<file path="config.mk">
export PLATFORM = sky130hd
export DESIGN_NAME = german_word_tokenizer_unit
export DESIGN_NICKNAME = d
export VERILOG_FILES = /design/src/rtl/gwt_pkg.sv /design/src/rtl/gwt_token_logic.sv /design/src/rtl/gwt_result_buffer.sv /design/src/rtl/german_word_tokenizer_unit.sv
export SDC_FILE = /design/constraint.sdc
export NUM_CORES = 1
export LEC_CHECK = 0
export BUFFER_PORTS_ARGS = -buffer_cell sky130_fd_sc_hd__buf_2
export CAP_MARGIN = 20
export CORE_MARGIN = 8
export CORE_UTILIZATION = 38
export CTS_CLUSTER_DIAMETER = 200
export DETAILED_ROUTE_END_ITERATION = 6
export SLEW_MARGIN = 30
export SYNTH_ARGS = -nofsm -noshare
export SYNTH_HDL_FRONTEND = slang
export SYNTH_SLANG_ARGS = --single-unit
export TNS_END_PERCENT = 10
</file>
<file path="constraint.sdc">
create_clock -name clock -period 18.45 [get_ports clock]
set_input_delay 2.7675 -clock clock [delete_from_list [all_inputs] [get_ports clock]]
set_output_delay 2.7675 -clock clock [all_outputs]
set_load 0.02 [all_outputs]
</file>
<file path="src/rtl/gwt_pkg.sv">
`timescale 1ns / 1ps
// ----------------------------------------------------------------------------
// gwt_pkg
// shared types, result kind codes and helper functions of the word tokenizer
// ----------------------------------------------------------------------------
package gwt_pkg;

   localparam logic [7:0] MAX_WORD_BYTES = 8'd62;
   localparam logic [7:0] LEAD_BYTE      = 8'hC3;
   localparam int         MAX_RESULTS    = 4;

   localparam logic [2:0] KIND_WORD_BYTE = 3'd0;
   localparam logic [2:0] KIND_WORD_END  = 3'd1;
   localparam logic [2:0] KIND_SPECIAL   = 3'd2;
   localparam logic [2:0] KIND_OVERLEN   = 3'd3;
   localparam logic [2:0] KIND_LINE_END  = 3'd4;

   typedef struct packed {
      logic [7:0] token_byte;
      logic [2:0] kind;
   } result_type;

   // up to four results of one beat, count in 0..4
   typedef struct packed {
      result_type [MAX_RESULTS-1:0] item;
      logic [2:0]                   count;
   } result_list_type;

   typedef struct packed {
      logic       word_open;
      logic [7:0] word_bytes;
      logic       lead_pending;
   } tok_state_type;

   function automatic logic is_letter(input logic [7:0] b);
      return ((b >= 8'h61) && (b <= 8'h7A)) || ((b >= 8'h41) && (b <= 8'h5A));
   endfunction

   function automatic logic is_umlaut_tail(input logic [7:0] b);
      return (b == 8'h84) || (b == 8'h96) || (b == 8'h9C) || (b == 8'hA4) ||
             (b == 8'hB6) || (b == 8'hBC) || (b == 8'h9F);
   endfunction

   // saturating byte count
   function automatic logic [7:0] sat_add(input logic [7:0] a, input logic [1:0] n);
      logic [8:0] sum;
      sum = {1'b0, a} + {7'd0, n};
      return sum[8] ? 8'hFF : sum[7:0];
   endfunction

   // append one result, extra results beyond four are dropped
   function automatic result_list_type put_result(input result_list_type l,
                                                  input logic [7:0]      b,
                                                  input logic [2:0]      k);
      result_list_type r;
      r = l;
      if (r.count < 3'd4) begin
         r.item[r.count[1:0]].token_byte = b;
         r.item[r.count[1:0]].kind       = k;
         r.count                         = r.count + 3'd1;
      end
      return r;
   endfunction

endpackage

</file>
<file path="src/rtl/gwt_token_logic.sv">
`timescale 1ns / 1ps
// ----------------------------------------------------------------------------
// gwt_token_logic
// single-pass classification of one byte into its list of results
// ----------------------------------------------------------------------------
module gwt_token_logic
   import gwt_pkg::*;
(
   input  logic [7:0]      data_byte,
   input  logic            byte_valid,
   input  logic            line_end,
   input  tok_state_type   state_i,
   output tok_state_type   state_o,
   output result_list_type list_o
);

   always_comb begin
      tok_state_type   st;
      result_list_type lst;
      logic            fresh;
      st    = state_i;
      lst   = '0;
      fresh = 1'b0;

      if (byte_valid) begin
         if (st.lead_pending) begin
            st.lead_pending = 1'b0;
            if (is_umlaut_tail(data_byte)) begin
               if (st.word_open && (st.word_bytes >= MAX_WORD_BYTES)) begin
                  lst           = put_result(lst, 8'h00, KIND_OVERLEN);
                  st.word_bytes = 8'd0;
               end
               st.word_open  = 1'b1;
               lst           = put_result(lst, LEAD_BYTE, KIND_WORD_BYTE);
               lst           = put_result(lst, data_byte, KIND_WORD_BYTE);
               st.word_bytes = sat_add(st.word_bytes, 2'd2);
            end else begin
               if (st.word_open) begin
                  lst = put_result(lst, 8'h00, (st.word_bytes >= MAX_WORD_BYTES) ?
                                               KIND_OVERLEN : KIND_WORD_END);
                  st.word_open  = 1'b0;
                  st.word_bytes = 8'd0;
               end
               lst   = put_result(lst, LEAD_BYTE, KIND_SPECIAL);
               fresh = 1'b1;
            end
         end else begin
            fresh = 1'b1;
         end

         if (fresh) begin
            if (is_letter(data_byte)) begin
               if (st.word_open && (st.word_bytes >= MAX_WORD_BYTES)) begin
                  lst           = put_result(lst, 8'h00, KIND_OVERLEN);
                  st.word_bytes = 8'd0;
               end
               st.word_open  = 1'b1;
               lst           = put_result(lst, data_byte, KIND_WORD_BYTE);
               st.word_bytes = sat_add(st.word_bytes, 2'd1);
            end else if (data_byte == LEAD_BYTE) begin
               st.lead_pending = 1'b1;
            end else begin
               if (st.word_open) begin
                  lst = put_result(lst, 8'h00, (st.word_bytes >= MAX_WORD_BYTES) ?
                                               KIND_OVERLEN : KIND_WORD_END);
                  st.word_open  = 1'b0;
                  st.word_bytes = 8'd0;
               end
               lst = put_result(lst, data_byte, KIND_SPECIAL);
            end
         end
      end

      if (line_end) begin
         if (st.lead_pending) begin
            if (st.word_open) begin
               lst = put_result(lst, 8'h00, (st.word_bytes >= MAX_WORD_BYTES) ?
                                            KIND_OVERLEN : KIND_WORD_END);
               st.word_open  = 1'b0;
               st.word_bytes = 8'd0;
            end
            lst = put_result(lst, LEAD_BYTE, KIND_SPECIAL);
         end
         // crowded line end: the line-end marker also closes the word
         if (st.word_open && (lst.count < 3'd3)) begin
            lst = put_result(lst, 8'h00, (st.word_bytes >= MAX_WORD_BYTES) ?
                                         KIND_OVERLEN : KIND_WORD_END);
         end
         lst = put_result(lst, 8'h00, KIND_LINE_END);
         st  = '0;
      end

      state_o = st;
      list_o  = lst;
   end

endmodule

</file>
<file path="src/rtl/gwt_result_buffer.sv">
`timescale 1ns / 1ps
// ----------------------------------------------------------------------------
// gwt_result_buffer
// holds the results of one beat and hands them out one per cycle while out_ready_i is high
// ----------------------------------------------------------------------------
module gwt_result_buffer
   import gwt_pkg::*;
(
   input  logic            clock,
   input  logic            reset,
   input  logic            load_i,
   input  result_list_type list_i,
   output logic            free_o,
   output logic            out_valid_o,
   input  logic            out_ready_i,
   output result_type      out_result_o,
   output logic            out_last_o
);

   result_type [MAX_RESULTS-1:0] item_ff;
   result_type [MAX_RESULTS-1:0] item_in;
   logic [2:0]                   count_ff, count_in;
   logic [1:0]                   index_ff, index_in;
   logic                         final_beat;
   logic                         take;

   assign out_valid_o  = (count_ff != 3'd0);
   assign final_beat   = ({1'b0, index_ff} == (count_ff - 3'd1));
   assign take         = out_valid_o && out_ready_i;
   assign free_o       = !out_valid_o || (take && final_beat);
   assign out_result_o = item_ff[index_ff];
   assign out_last_o   = final_beat;

   always_comb begin
      item_in  = item_ff;
      count_in = count_ff;
      index_in = index_ff;
      if (take) begin
         if (final_beat) begin
            count_in = 3'd0;
         end else begin
            index_in = index_ff + 2'd1;
         end
      end
      if (load_i && free_o) begin
         item_in  = list_i.item;
         count_in = list_i.count;
         index_in = 2'd0;
      end
   end

   always_ff @(posedge clock) begin
      item_ff <= item_in;
      if (reset) begin
         count_ff <= 3'd0;
         index_ff <= 2'd0;
      end else begin
         count_ff <= count_in;
         index_ff <= index_in;
      end
   end

endmodule

</file>
<file path="src/rtl/german_word_tokenizer_unit.sv">
`timescale 1ns / 1ps
// ----------------------------------------------------------------------------
// german_word_tokenizer_unit
// splits a stream of line bytes into words, special characters and markers
// ----------------------------------------------------------------------------
// usage
//  - req channel: one beat per line byte; tdata is the byte, tuser flags a
//    real byte (clear for an empty line end), tlast ends the line
//  - rsp channel: one beat per result; tdata is the token byte (zero for
//    markers), tuser the kind, tlast marks the final result of a req beat
//  - a req beat is registered, classified in one pass of combinational logic
//    and its results (none to four) are loaded into the result buffer
//  - throughput: one req beat per cycle while each gives at most one result
//    and rsp_tready is high; a beat with n results holds the buffer until
//    all are taken; the buffer draining one result per cycle sets the rate
//  - beats that give no result pass through without using the buffer
//  - word state (open word, byte count, held 0xC3 lead byte) changes when the
//    input register hands its beat to the buffer, so it follows beat order
//  - rsp stall: the buffer holds, the input register then fills and req_tready
//    drops until the buffer frees up
//  - reset (synchronous, active high) empties both stages and clears the
//    word state
// ----------------------------------------------------------------------------
module german_word_tokenizer_unit
   import gwt_pkg::*;
(
   input  logic       clock,
   input  logic       reset,
   // request side
   input  logic       req_tvalid,
   output logic       req_tready,
   input  logic [7:0] req_tdata,   // [7:0] data_byte
   input  logic [0:0] req_tuser,   // [0] byte_valid
   input  logic       req_tlast,   // line_end
   // result side
   output logic       rsp_tvalid,
   input  logic       rsp_tready,
   output logic [7:0] rsp_tdata,   // [7:0] token_byte
   output logic [2:0] rsp_tuser,   // [2:0] kind
   output logic       rsp_tlast    // last result of the request beat
);

   // input register
   logic            in_valid_ff, in_valid_in;
   logic [7:0]      in_byte_ff, in_byte_in;
   logic            in_bvalid_ff, in_bvalid_in;
   logic            in_end_ff, in_end_in;

   // word state
   tok_state_type   state_ff, state_in;

   tok_state_type   next_state;
   result_list_type list;
   result_type      out_result;
   logic            buf_free;
   logic            advance;
   logic            req_take;

   // the input register moves on whenever the buffer can take its results
   assign advance    = in_valid_ff && buf_free;
   assign req_tready = !in_valid_ff || buf_free;
   assign req_take   = req_tvalid && req_tready;

   always_comb begin
      in_valid_in  = in_valid_ff;
      in_byte_in   = in_byte_ff;
      in_bvalid_in = in_bvalid_ff;
      in_end_in    = in_end_ff;
      if (advance) begin
         in_valid_in = 1'b0;
      end
      if (req_take) begin
         in_valid_in  = 1'b1;
         in_byte_in   = req_tdata;
         in_bvalid_in = req_tuser[0];
         in_end_in    = req_tlast;
      end
      state_in = advance ? next_state : state_ff;
   end

   always_ff @(posedge clock) begin
      in_byte_ff   <= in_byte_in;
      in_bvalid_ff <= in_bvalid_in;
      in_end_ff    <= in_end_in;
      if (reset) begin
         in_valid_ff <= 1'b0;
         state_ff    <= '0;
      end else begin
         in_valid_ff <= in_valid_in;
         state_ff    <= state_in;
      end
   end

   // classification of the registered beat
   gwt_token_logic u_logic (
      .data_byte  (in_byte_ff),
      .byte_valid (in_bvalid_ff),
      .line_end   (in_end_ff),
      .state_i    (state_ff),
      .state_o    (next_state),
      .list_o     (list)
   );

   // result register, drained one beat per cycle while rsp_tready is high
   gwt_result_buffer u_buffer (
      .clock        (clock),
      .reset        (reset),
      .load_i       (advance && (list.count != 3'd0)),
      .list_i       (list),
      .free_o       (buf_free),
      .out_valid_o  (rsp_tvalid),
      .out_ready_i  (rsp_tready),
      .out_result_o (out_result),
      .out_last_o   (rsp_tlast)
   );

   assign rsp_tdata = out_result.token_byte;
   assign rsp_tuser = out_result.kind;

endmodule
</file>
======== Word level (Yosys, flattened, before mapping) ========
Index checks and enable logic that the tools add are counted.
operators by class
  multiplexer cells ....................... 146
  bitwise gates (word level) .............. 1
  magnitude comparators ................... 40
  reduce and logical (&&, ||, !) cells .... 40
  add/sub/neg operators ................... 14
  eq/ne operators ......................... 9
operator list
  kind                                                            count
  two-way mux 47 bit                                              44
  bitwise mux 44 bit                                              21
  demux 11 bit (select 2 bit)                                     20
  two-way mux 11 bit                                              11
  two-way mux 8 bit                                               13
  == test 8 bit, second input constant                            8
  two-way mux 10 bit                                              5
  two-way mux 9 bit                                               5
  two-way mux 3 bit                                               13
  less-than comparator 2 x 3 -> 1 bit, second input constant      11
  >= comparator 8 x 6 -> 1 bit, second input constant             4
  adder 3 x 1 -> 3 bit, second input constant                     10
  less-than comparator 3 bit, second input constant               10
  binary-select mux 11 bit (select 2 bit)                         1
  logical AND 1 bit                                               21
  >= comparator 2 x 1 -> 1 bit, second input constant             10
  >= comparator 8 x 7 -> 1 bit, second input constant             2
  less-or-equal comparator 8 x 7 -> 1 bit, second input constant  2
  adder 8 x 1 -> 9 bit, second input constant                     1
  adder 8 x 2 -> 9 bit, second input constant                     1
  logical OR 1 bit                                                9
  two-way mux 2 bit                                               4
  two-way mux 1 bit                                               7
  two-way mux 6 bit                                               1
  11 further kinds                                                16
storage, ports and cells
  input port bits ......................... 14
  output and inout bits ................... 14
  register bits after elaboration ......... 70
  logic and storage cells ................. 267

======== Longest topological paths before layout ========
  depth after elaboration ................. 94
  depth in mapped cells ................... 33

======== Cells and area by module ========
Synthesis repeated with hierarchy kept, for this count alone.
unflattened totals
  cell total of the unflattened synthesis .. 734
  area, all modules ....................... 6,352.3 µm²
modules (own cells, without submodules)
  module                      cells each  seq. area each (µm²)  area an instance (µm²)  times used
  gwt_token_logic             579         0.0                   3,617.2                 1
  gwt_result_buffer           94          1,421.4               1,906.8                 1
  german_word_tokenizer_unit  61          520.5                 828.3                   1

======== Least setup slack after synthesis ========
OpenSTA, ideal clock, no wires.
  kind .................................... register -> register
  from .................................... reg state_ff[9] (netlist bit)
  to ...................................... reg u_buffer.item_ff[0] (netlist bit), enable pin
  path slack .............................. 10.922 ns
  arrival time ............................ 7.125 ns
  data required time ...................... 18.047 ns
  buffers on the path ..................... 1
  stages on the path, launching flop included .. 32
  path through ............................ dfxtp_1 > buf_2 > inv_1 > o31ai_1 > nor2_1 > ha_1 > nand2_1 > nor3_1 > a2111oi_2 > o22a_2 > a211oi_4 > o21ai_1 > nor2_1 > a21o_1 > ha_1 > o211ai_2 > a21oi_1 > or2_2 > ha_1 > nor2_1 > a21o_1 > ha_1 > nor2b_1 > a211oi_1 > nand2b_1 > ha_1 > nand2_1 > a2111o_1 > and3_1 > nor4b_2 > or3_4 > or3_1
on the way
  cells in the longest elaborated chain, start to end .. 47
  elaborated cells on any way between the ends .. 90
  classes of those cells .................. add/sub (11); order compare (12); mux (61); reduce/logical (6)
RTL lines
  element                                                                    line                               RTL
  from (decl)                                                                german_word_tokenizer_unit.sv:50   tok_state_type state_ff, state_in;
  from (signal assigned)                                                     german_word_tokenizer_unit.sv:90   state_ff <= state_in;
  logical AND 1 bit                                                          gwt_token_logic.sv:29              if (st.word_open && (st.word_bytes >= MAX_WORD_BYTES)) begin
  two-way mux 5 bit                                                          gwt_token_logic.sv:29
  two-way mux 47 bit                                                         gwt_token_logic.sv:28              if (is_umlaut_tail(data_byte)) begin
  two-way mux 47 bit                                                         gwt_token_logic.sv:26              if (st.lead_pending) begin
  two-way mux 47 bit                                                         gwt_token_logic.sv:25              if (byte_valid) begin
  adder 3 x 1 -> 3 bit / less-than comparator 3 bit (equally long branches)  gwt_pkg.sv:60, gwt_pkg.sv:57
  two-way mux 47 bit                                                         gwt_pkg.sv:57                      if (r.count < 3'd4) begin
  two-way mux 47 bit                                                         gwt_token_logic.sv:28
  (+31 left out)                                                             -
  two-way mux 47 bit                                                         gwt_token_logic.sv:85              if (st.word_open && (lst.count < 3'd3)) begin
  two-way mux 47 bit                                                         gwt_token_logic.sv:74              if (line_end) begin
  adder 3 x 1 -> 3 bit / less-than comparator 3 bit (equally long branches)  gwt_pkg.sv:60, gwt_pkg.sv:57
  two-way mux 47 bit                                                         gwt_pkg.sv:57
  two-way mux 47 bit *                                                       gwt_token_logic.sv:74
  nonzero test 3 bit *                                                       german_word_tokenizer_unit.sv:108  .load_i (advance && (list.count != 3'd0)),
  logical AND 1 bit *                                                        german_word_tokenizer_unit.sv:108
  logical AND 1 bit *                                                        gwt_result_buffer.sv:45            if (load_i && free_o) begin
  to (signal assigned)                                                       gwt_result_buffer.sv:53            item_ff <= item_in;
  to (decl)                                                                  gwt_result_buffer.sv:20            result_type [MAX_RESULTS-1:0] item_ff;
Mark *: on every way between the ends. The rest lies on a longest branch, timed or not. The select of a mux whose other input is x is not followed.
A chain may end at the register's enable or synchronous reset.

======== Worst setup path after layout ========
  from .................................... reg state_ff[9] (netlist bit)
  to ...................................... reg u_buffer.item_ff[5] (netlist bit), enable pin
The elaborated chain is that of the path after synthesis.

==> results.sh <==
export IMPL_status="finished, final reports clean"
export IMPL_wire_per_inst_um=21.4
export IMPL_dieHeight_um=141
export IMPL_hold_viol=0
export IMPL_place_area_sq_mm=0.00623
export IMPL_min_period_ps=8570
export IMPL_worst_hold_path_type="flip-flop to flip-flop"
export IMPL_routed_wl_um=19500
export IMPL_grt_pass1_wl_um=31100
export IMPL_crit_arrival_ps=8540
export IMPL_max_slew_margin_pct=43.7
export IMPL_layout_filler_cells=1490
export IMPL_cts_max_level=3
export IMPL_stdcell_area_sq_mm=0.00656
export IMPL_syn_area_per_cell_sq_um=8.62
export IMPL_end_kind="flip-flop"
export IMPL_clkPwrFrac_pct=39.6
export IMPL_synth_warning_count=0
export IMPL_drt_pass1_iterations=5
export IMPL_post_cts_buffers=0
export IMPL_p_comb_share_pct=20.1
export IMPL_ant_nets=0
export IMPL_irDropWorstVdd_uv=41.2
export IMPL_worstReg2RegStart="state_ff[9]$_SDFFE_PP0P_"
export IMPL_critPathSlowestCell="dfxtp_1"
export IMPL_critPathTopFamily="compound AO/OA/AOI/OAI gates"
export IMPL_clk_pin_slew_ps=70
export IMPL_crit_fanout=44
export IMPL_cts_root_buf="clkbuf_16"
export IMPL_cpPeakStageDelay_ps=860
export IMPL_worstMarginPinSlew_ps=844
export IMPL_holdCritStartpoint="u_buffer.count_ff[2]$_SDFFE_PP0P_"
export IMPL_p_seq_share_pct=40.3
export IMPL_fin_crit_sh_pct=46.5
export IMPL_cp_data_required_time_ps=18420
export IMPL_finalMaxSlewViolations=0
export IMPL_num_io_pins=28
export IMPL_dpl_hpwl_um=14600
export IMPL_finalSetupViolCount=0
export IMPL_cts_buffers=9
export IMPL_internal_power_uw=340
export IMPL_io_buffers=27
export IMPL_initial_core_util_pct=39.0
export IMPL_diodes=0
export IMPL_postCtsHoldBufs=0
export IMPL_synth_edf_count=54
export IMPL_synth_cell_area_sq_mm=0.00595
export IMPL_finalNetCount=736
export IMPL_multi_input_area_sq_mm=0.00374
export IMPL_cts_tree="built"
export IMPL_drive_above_1_share_pct=14.0
export IMPL_p_leak_uw=0.00242
export IMPL_fmax_mhz=117
export IMPL_cts_resized=0
export IMPL_synth_top_cells_by_area="edfxtp_1, a21oi_1, ha_1, dfxtp_1, nand2_1"
export IMPL_syn_nets=731
export IMPL_crit_path_start_kind="flip-flop"
export IMPL_place_inst=895
export IMPL_grt_usage_pct=19.7
export IMPL_vias_per_cell=6.20
export IMPL_die_area_sq_mm=0.0199
export IMPL_path_buf_inv=1
export IMPL_grt_max_degree=45
export IMPL_instances_no_fill=911
export IMPL_worstSkewPairLatency_ps=340
export IMPL_synthCells=690
export IMPL_cap_violations=0
export IMPL_cp_startpoint="state_ff[9]$_SDFFE_PP0P_"
export IMPL_total_power_uw=483
export IMPL_drc_errors=0
export IMPL_net_switching_power_uw=144
export IMPL_synth_cell_types=84
export IMPL_max_clock_path_buffers=2
export IMPL_syn_to_final_growth_pct=10.2
export IMPL_synth_seq_area_share_pct=32.6
export IMPL_core_area_sq_mm=0.0153
export IMPL_vias=5647
export IMPL_critPathKind="flip-flop to flip-flop"
export IMPL_crit_top_cell="ha_1"
export IMPL_synth_top_area_share_pct=27.2
export IMPL_switching_share_pct=29.7
export IMPL_antenna_found_initial=0
export IMPL_tns_ps=0
export IMPL_grt_pass1_vias=5369
export IMPL_async_flop_share_pct=0
export IMPL_synth_flop_cell="edfxtp_1"
export IMPL_place_gp_congestion=0.977
export IMPL_powerDensity_mw_per_mm2=73.7
export IMPL_regArea_sq_mm=0.00194
export IMPL_yosysTopAreaCell="edfxtp_1"
export IMPL_finalClockSkew_ps=7.98
export IMPL_rsz0062_at_grt="no"
export IMPL_row_count=45
export IMPL_cts_sinks=70
export IMPL_drt_iter0_markers=655
export IMPL_die_w_um=141
export IMPL_overflow=0
export IMPL_synth_seq_cells=70
export IMPL_postLayoutCoreUtil_pct=43.0
cell type report:
class | count | area share, %
Sequential cell | 70 | 29.6
Multi-Input combinational cell | 553 | 57.0
Tap cell | 211 | 4.03
Timing Repair Buffer | 35 | 2.98
Clock inverter | 6 | 1.43
Clock buffer | 10 | 3.49
Inverter | 26 | 1.49
per-layer routing:
layer  wire (um)  track usage (%)  up-vias
li1            -                -     2600
met3        1500             3.61       54
met2        8950             31.3      293
met1        8370             25.8     2700
met5           0                0        -
met4         709             8.60        0
flip-flops by register name, summed over array words and instances, names as in the netlist:
| name | flops |
|---|---|
| in_bvalid_ff | 1 |
| u_buffer.count_ff | 3 |
| in_end_ff | 1 |
| in_byte_ff | 8 |
| in_valid_ff | 1 |
| state_ff | 10 |
| u_buffer.item_ff | 44 |
| u_buffer.index_ff | 2 |
cells in the final DEF, fill, tap and decap left out, types with 10 or more instances in the layout:
cell type / count
inv_1: 24
and2_1: 25
a21oi_1: 68
edfxtp_1: 54
a22oi_1: 11
nor2b_1: 10
nor2_1: 60
nor3_1: 22
nand2_1: 77
ha_1: 27
buf_2: 27
dfxtp_1: 16
nand3_1: 14
o21ai_0: 35
mux4_2: 11
o211ai_1: 10
logic make-up after synthesis:
| group | count (synthesis) | synth area share, % |
|---|---|---|
| compound gates | 235 | 27.7 |
| xor+xnor | 10 | 1.60 |
| fa+ha+maj | 27 | 5.68 |
| buf+inv | 67 | 4.84 |
| flops | 70 | 32.6 |
| mux | 18 | 5.36 |
| simple gates | 263 | 22.2 |
worst paths after layout:
check | slack, ps | depth (start not counted) | to
worst max-delay path | 9880 | 31 | u_buffer.item_ff[5]$_DFFE_PP_
worst min-delay path | 480 | 2 | u_buffer.count_ff[2]$_SDFFE_PP0P_
worst max register to register | 9880 | 31 | u_buffer.item_ff[5]$_DFFE_PP_
worst min register to register | 480 | 2 | u_buffer.count_ff[2]$_SDFFE_PP0P_
tightest hold or removal path: cells and delay by family, from the launching register on:
family           cells  cell delay (ps)
AO/OA/AOI/OAI        1               50
AND/OR/NAND/NOR      1               60
flip-flops           1              320
Yosys cell counts, types with 4 or more instances:
master     count
a211oi_1       6
a21o_1         8
a21oi_1       69
a22o_1         4
a22oi_1       11
a31oi_1        9
a41oi_1        4
and2_1        25
and3_1         6
buf_2          8
clkbuf_1      25
dfxtp_1       16
edfxtp_1      54
ha_1          27
inv_1         24
mux2i_1        6
mux4_2        11
nand2_1       77
nand2b_1       8
nand3_1       14
nand4_1        9
nor2_1        61
nor2b_1       10
nor3_1        23
nor4_1         4
o211ai_1      10
o21a_1         7
o21ai_0       35
o21ai_1        8
o22ai_1        7
o2bb2ai_1      4
o31ai_1        4
or2_2          4
or3_1          5
xnor2_1        6
power groups by stage:
stage	combinational (uW)	sequential, uW	clock (uW)
floorplan	71.4	193	0
global placement	95.4	197	0
detailed placement	95.7	198	0
CTS	96.0	195	194
global route	106	196	201
finish	97.1	195	192
through the flow:
step,hold WS (ps),setup WS [ps]
2_1_floorplan,456,10920
3_3_place_gp,474,10070
3_5_place_dp,480,9840
4_1_cts,488,9790
5_1_grt,523,9380
6_report,485,9880
Power figures use the tool's default switching activity.
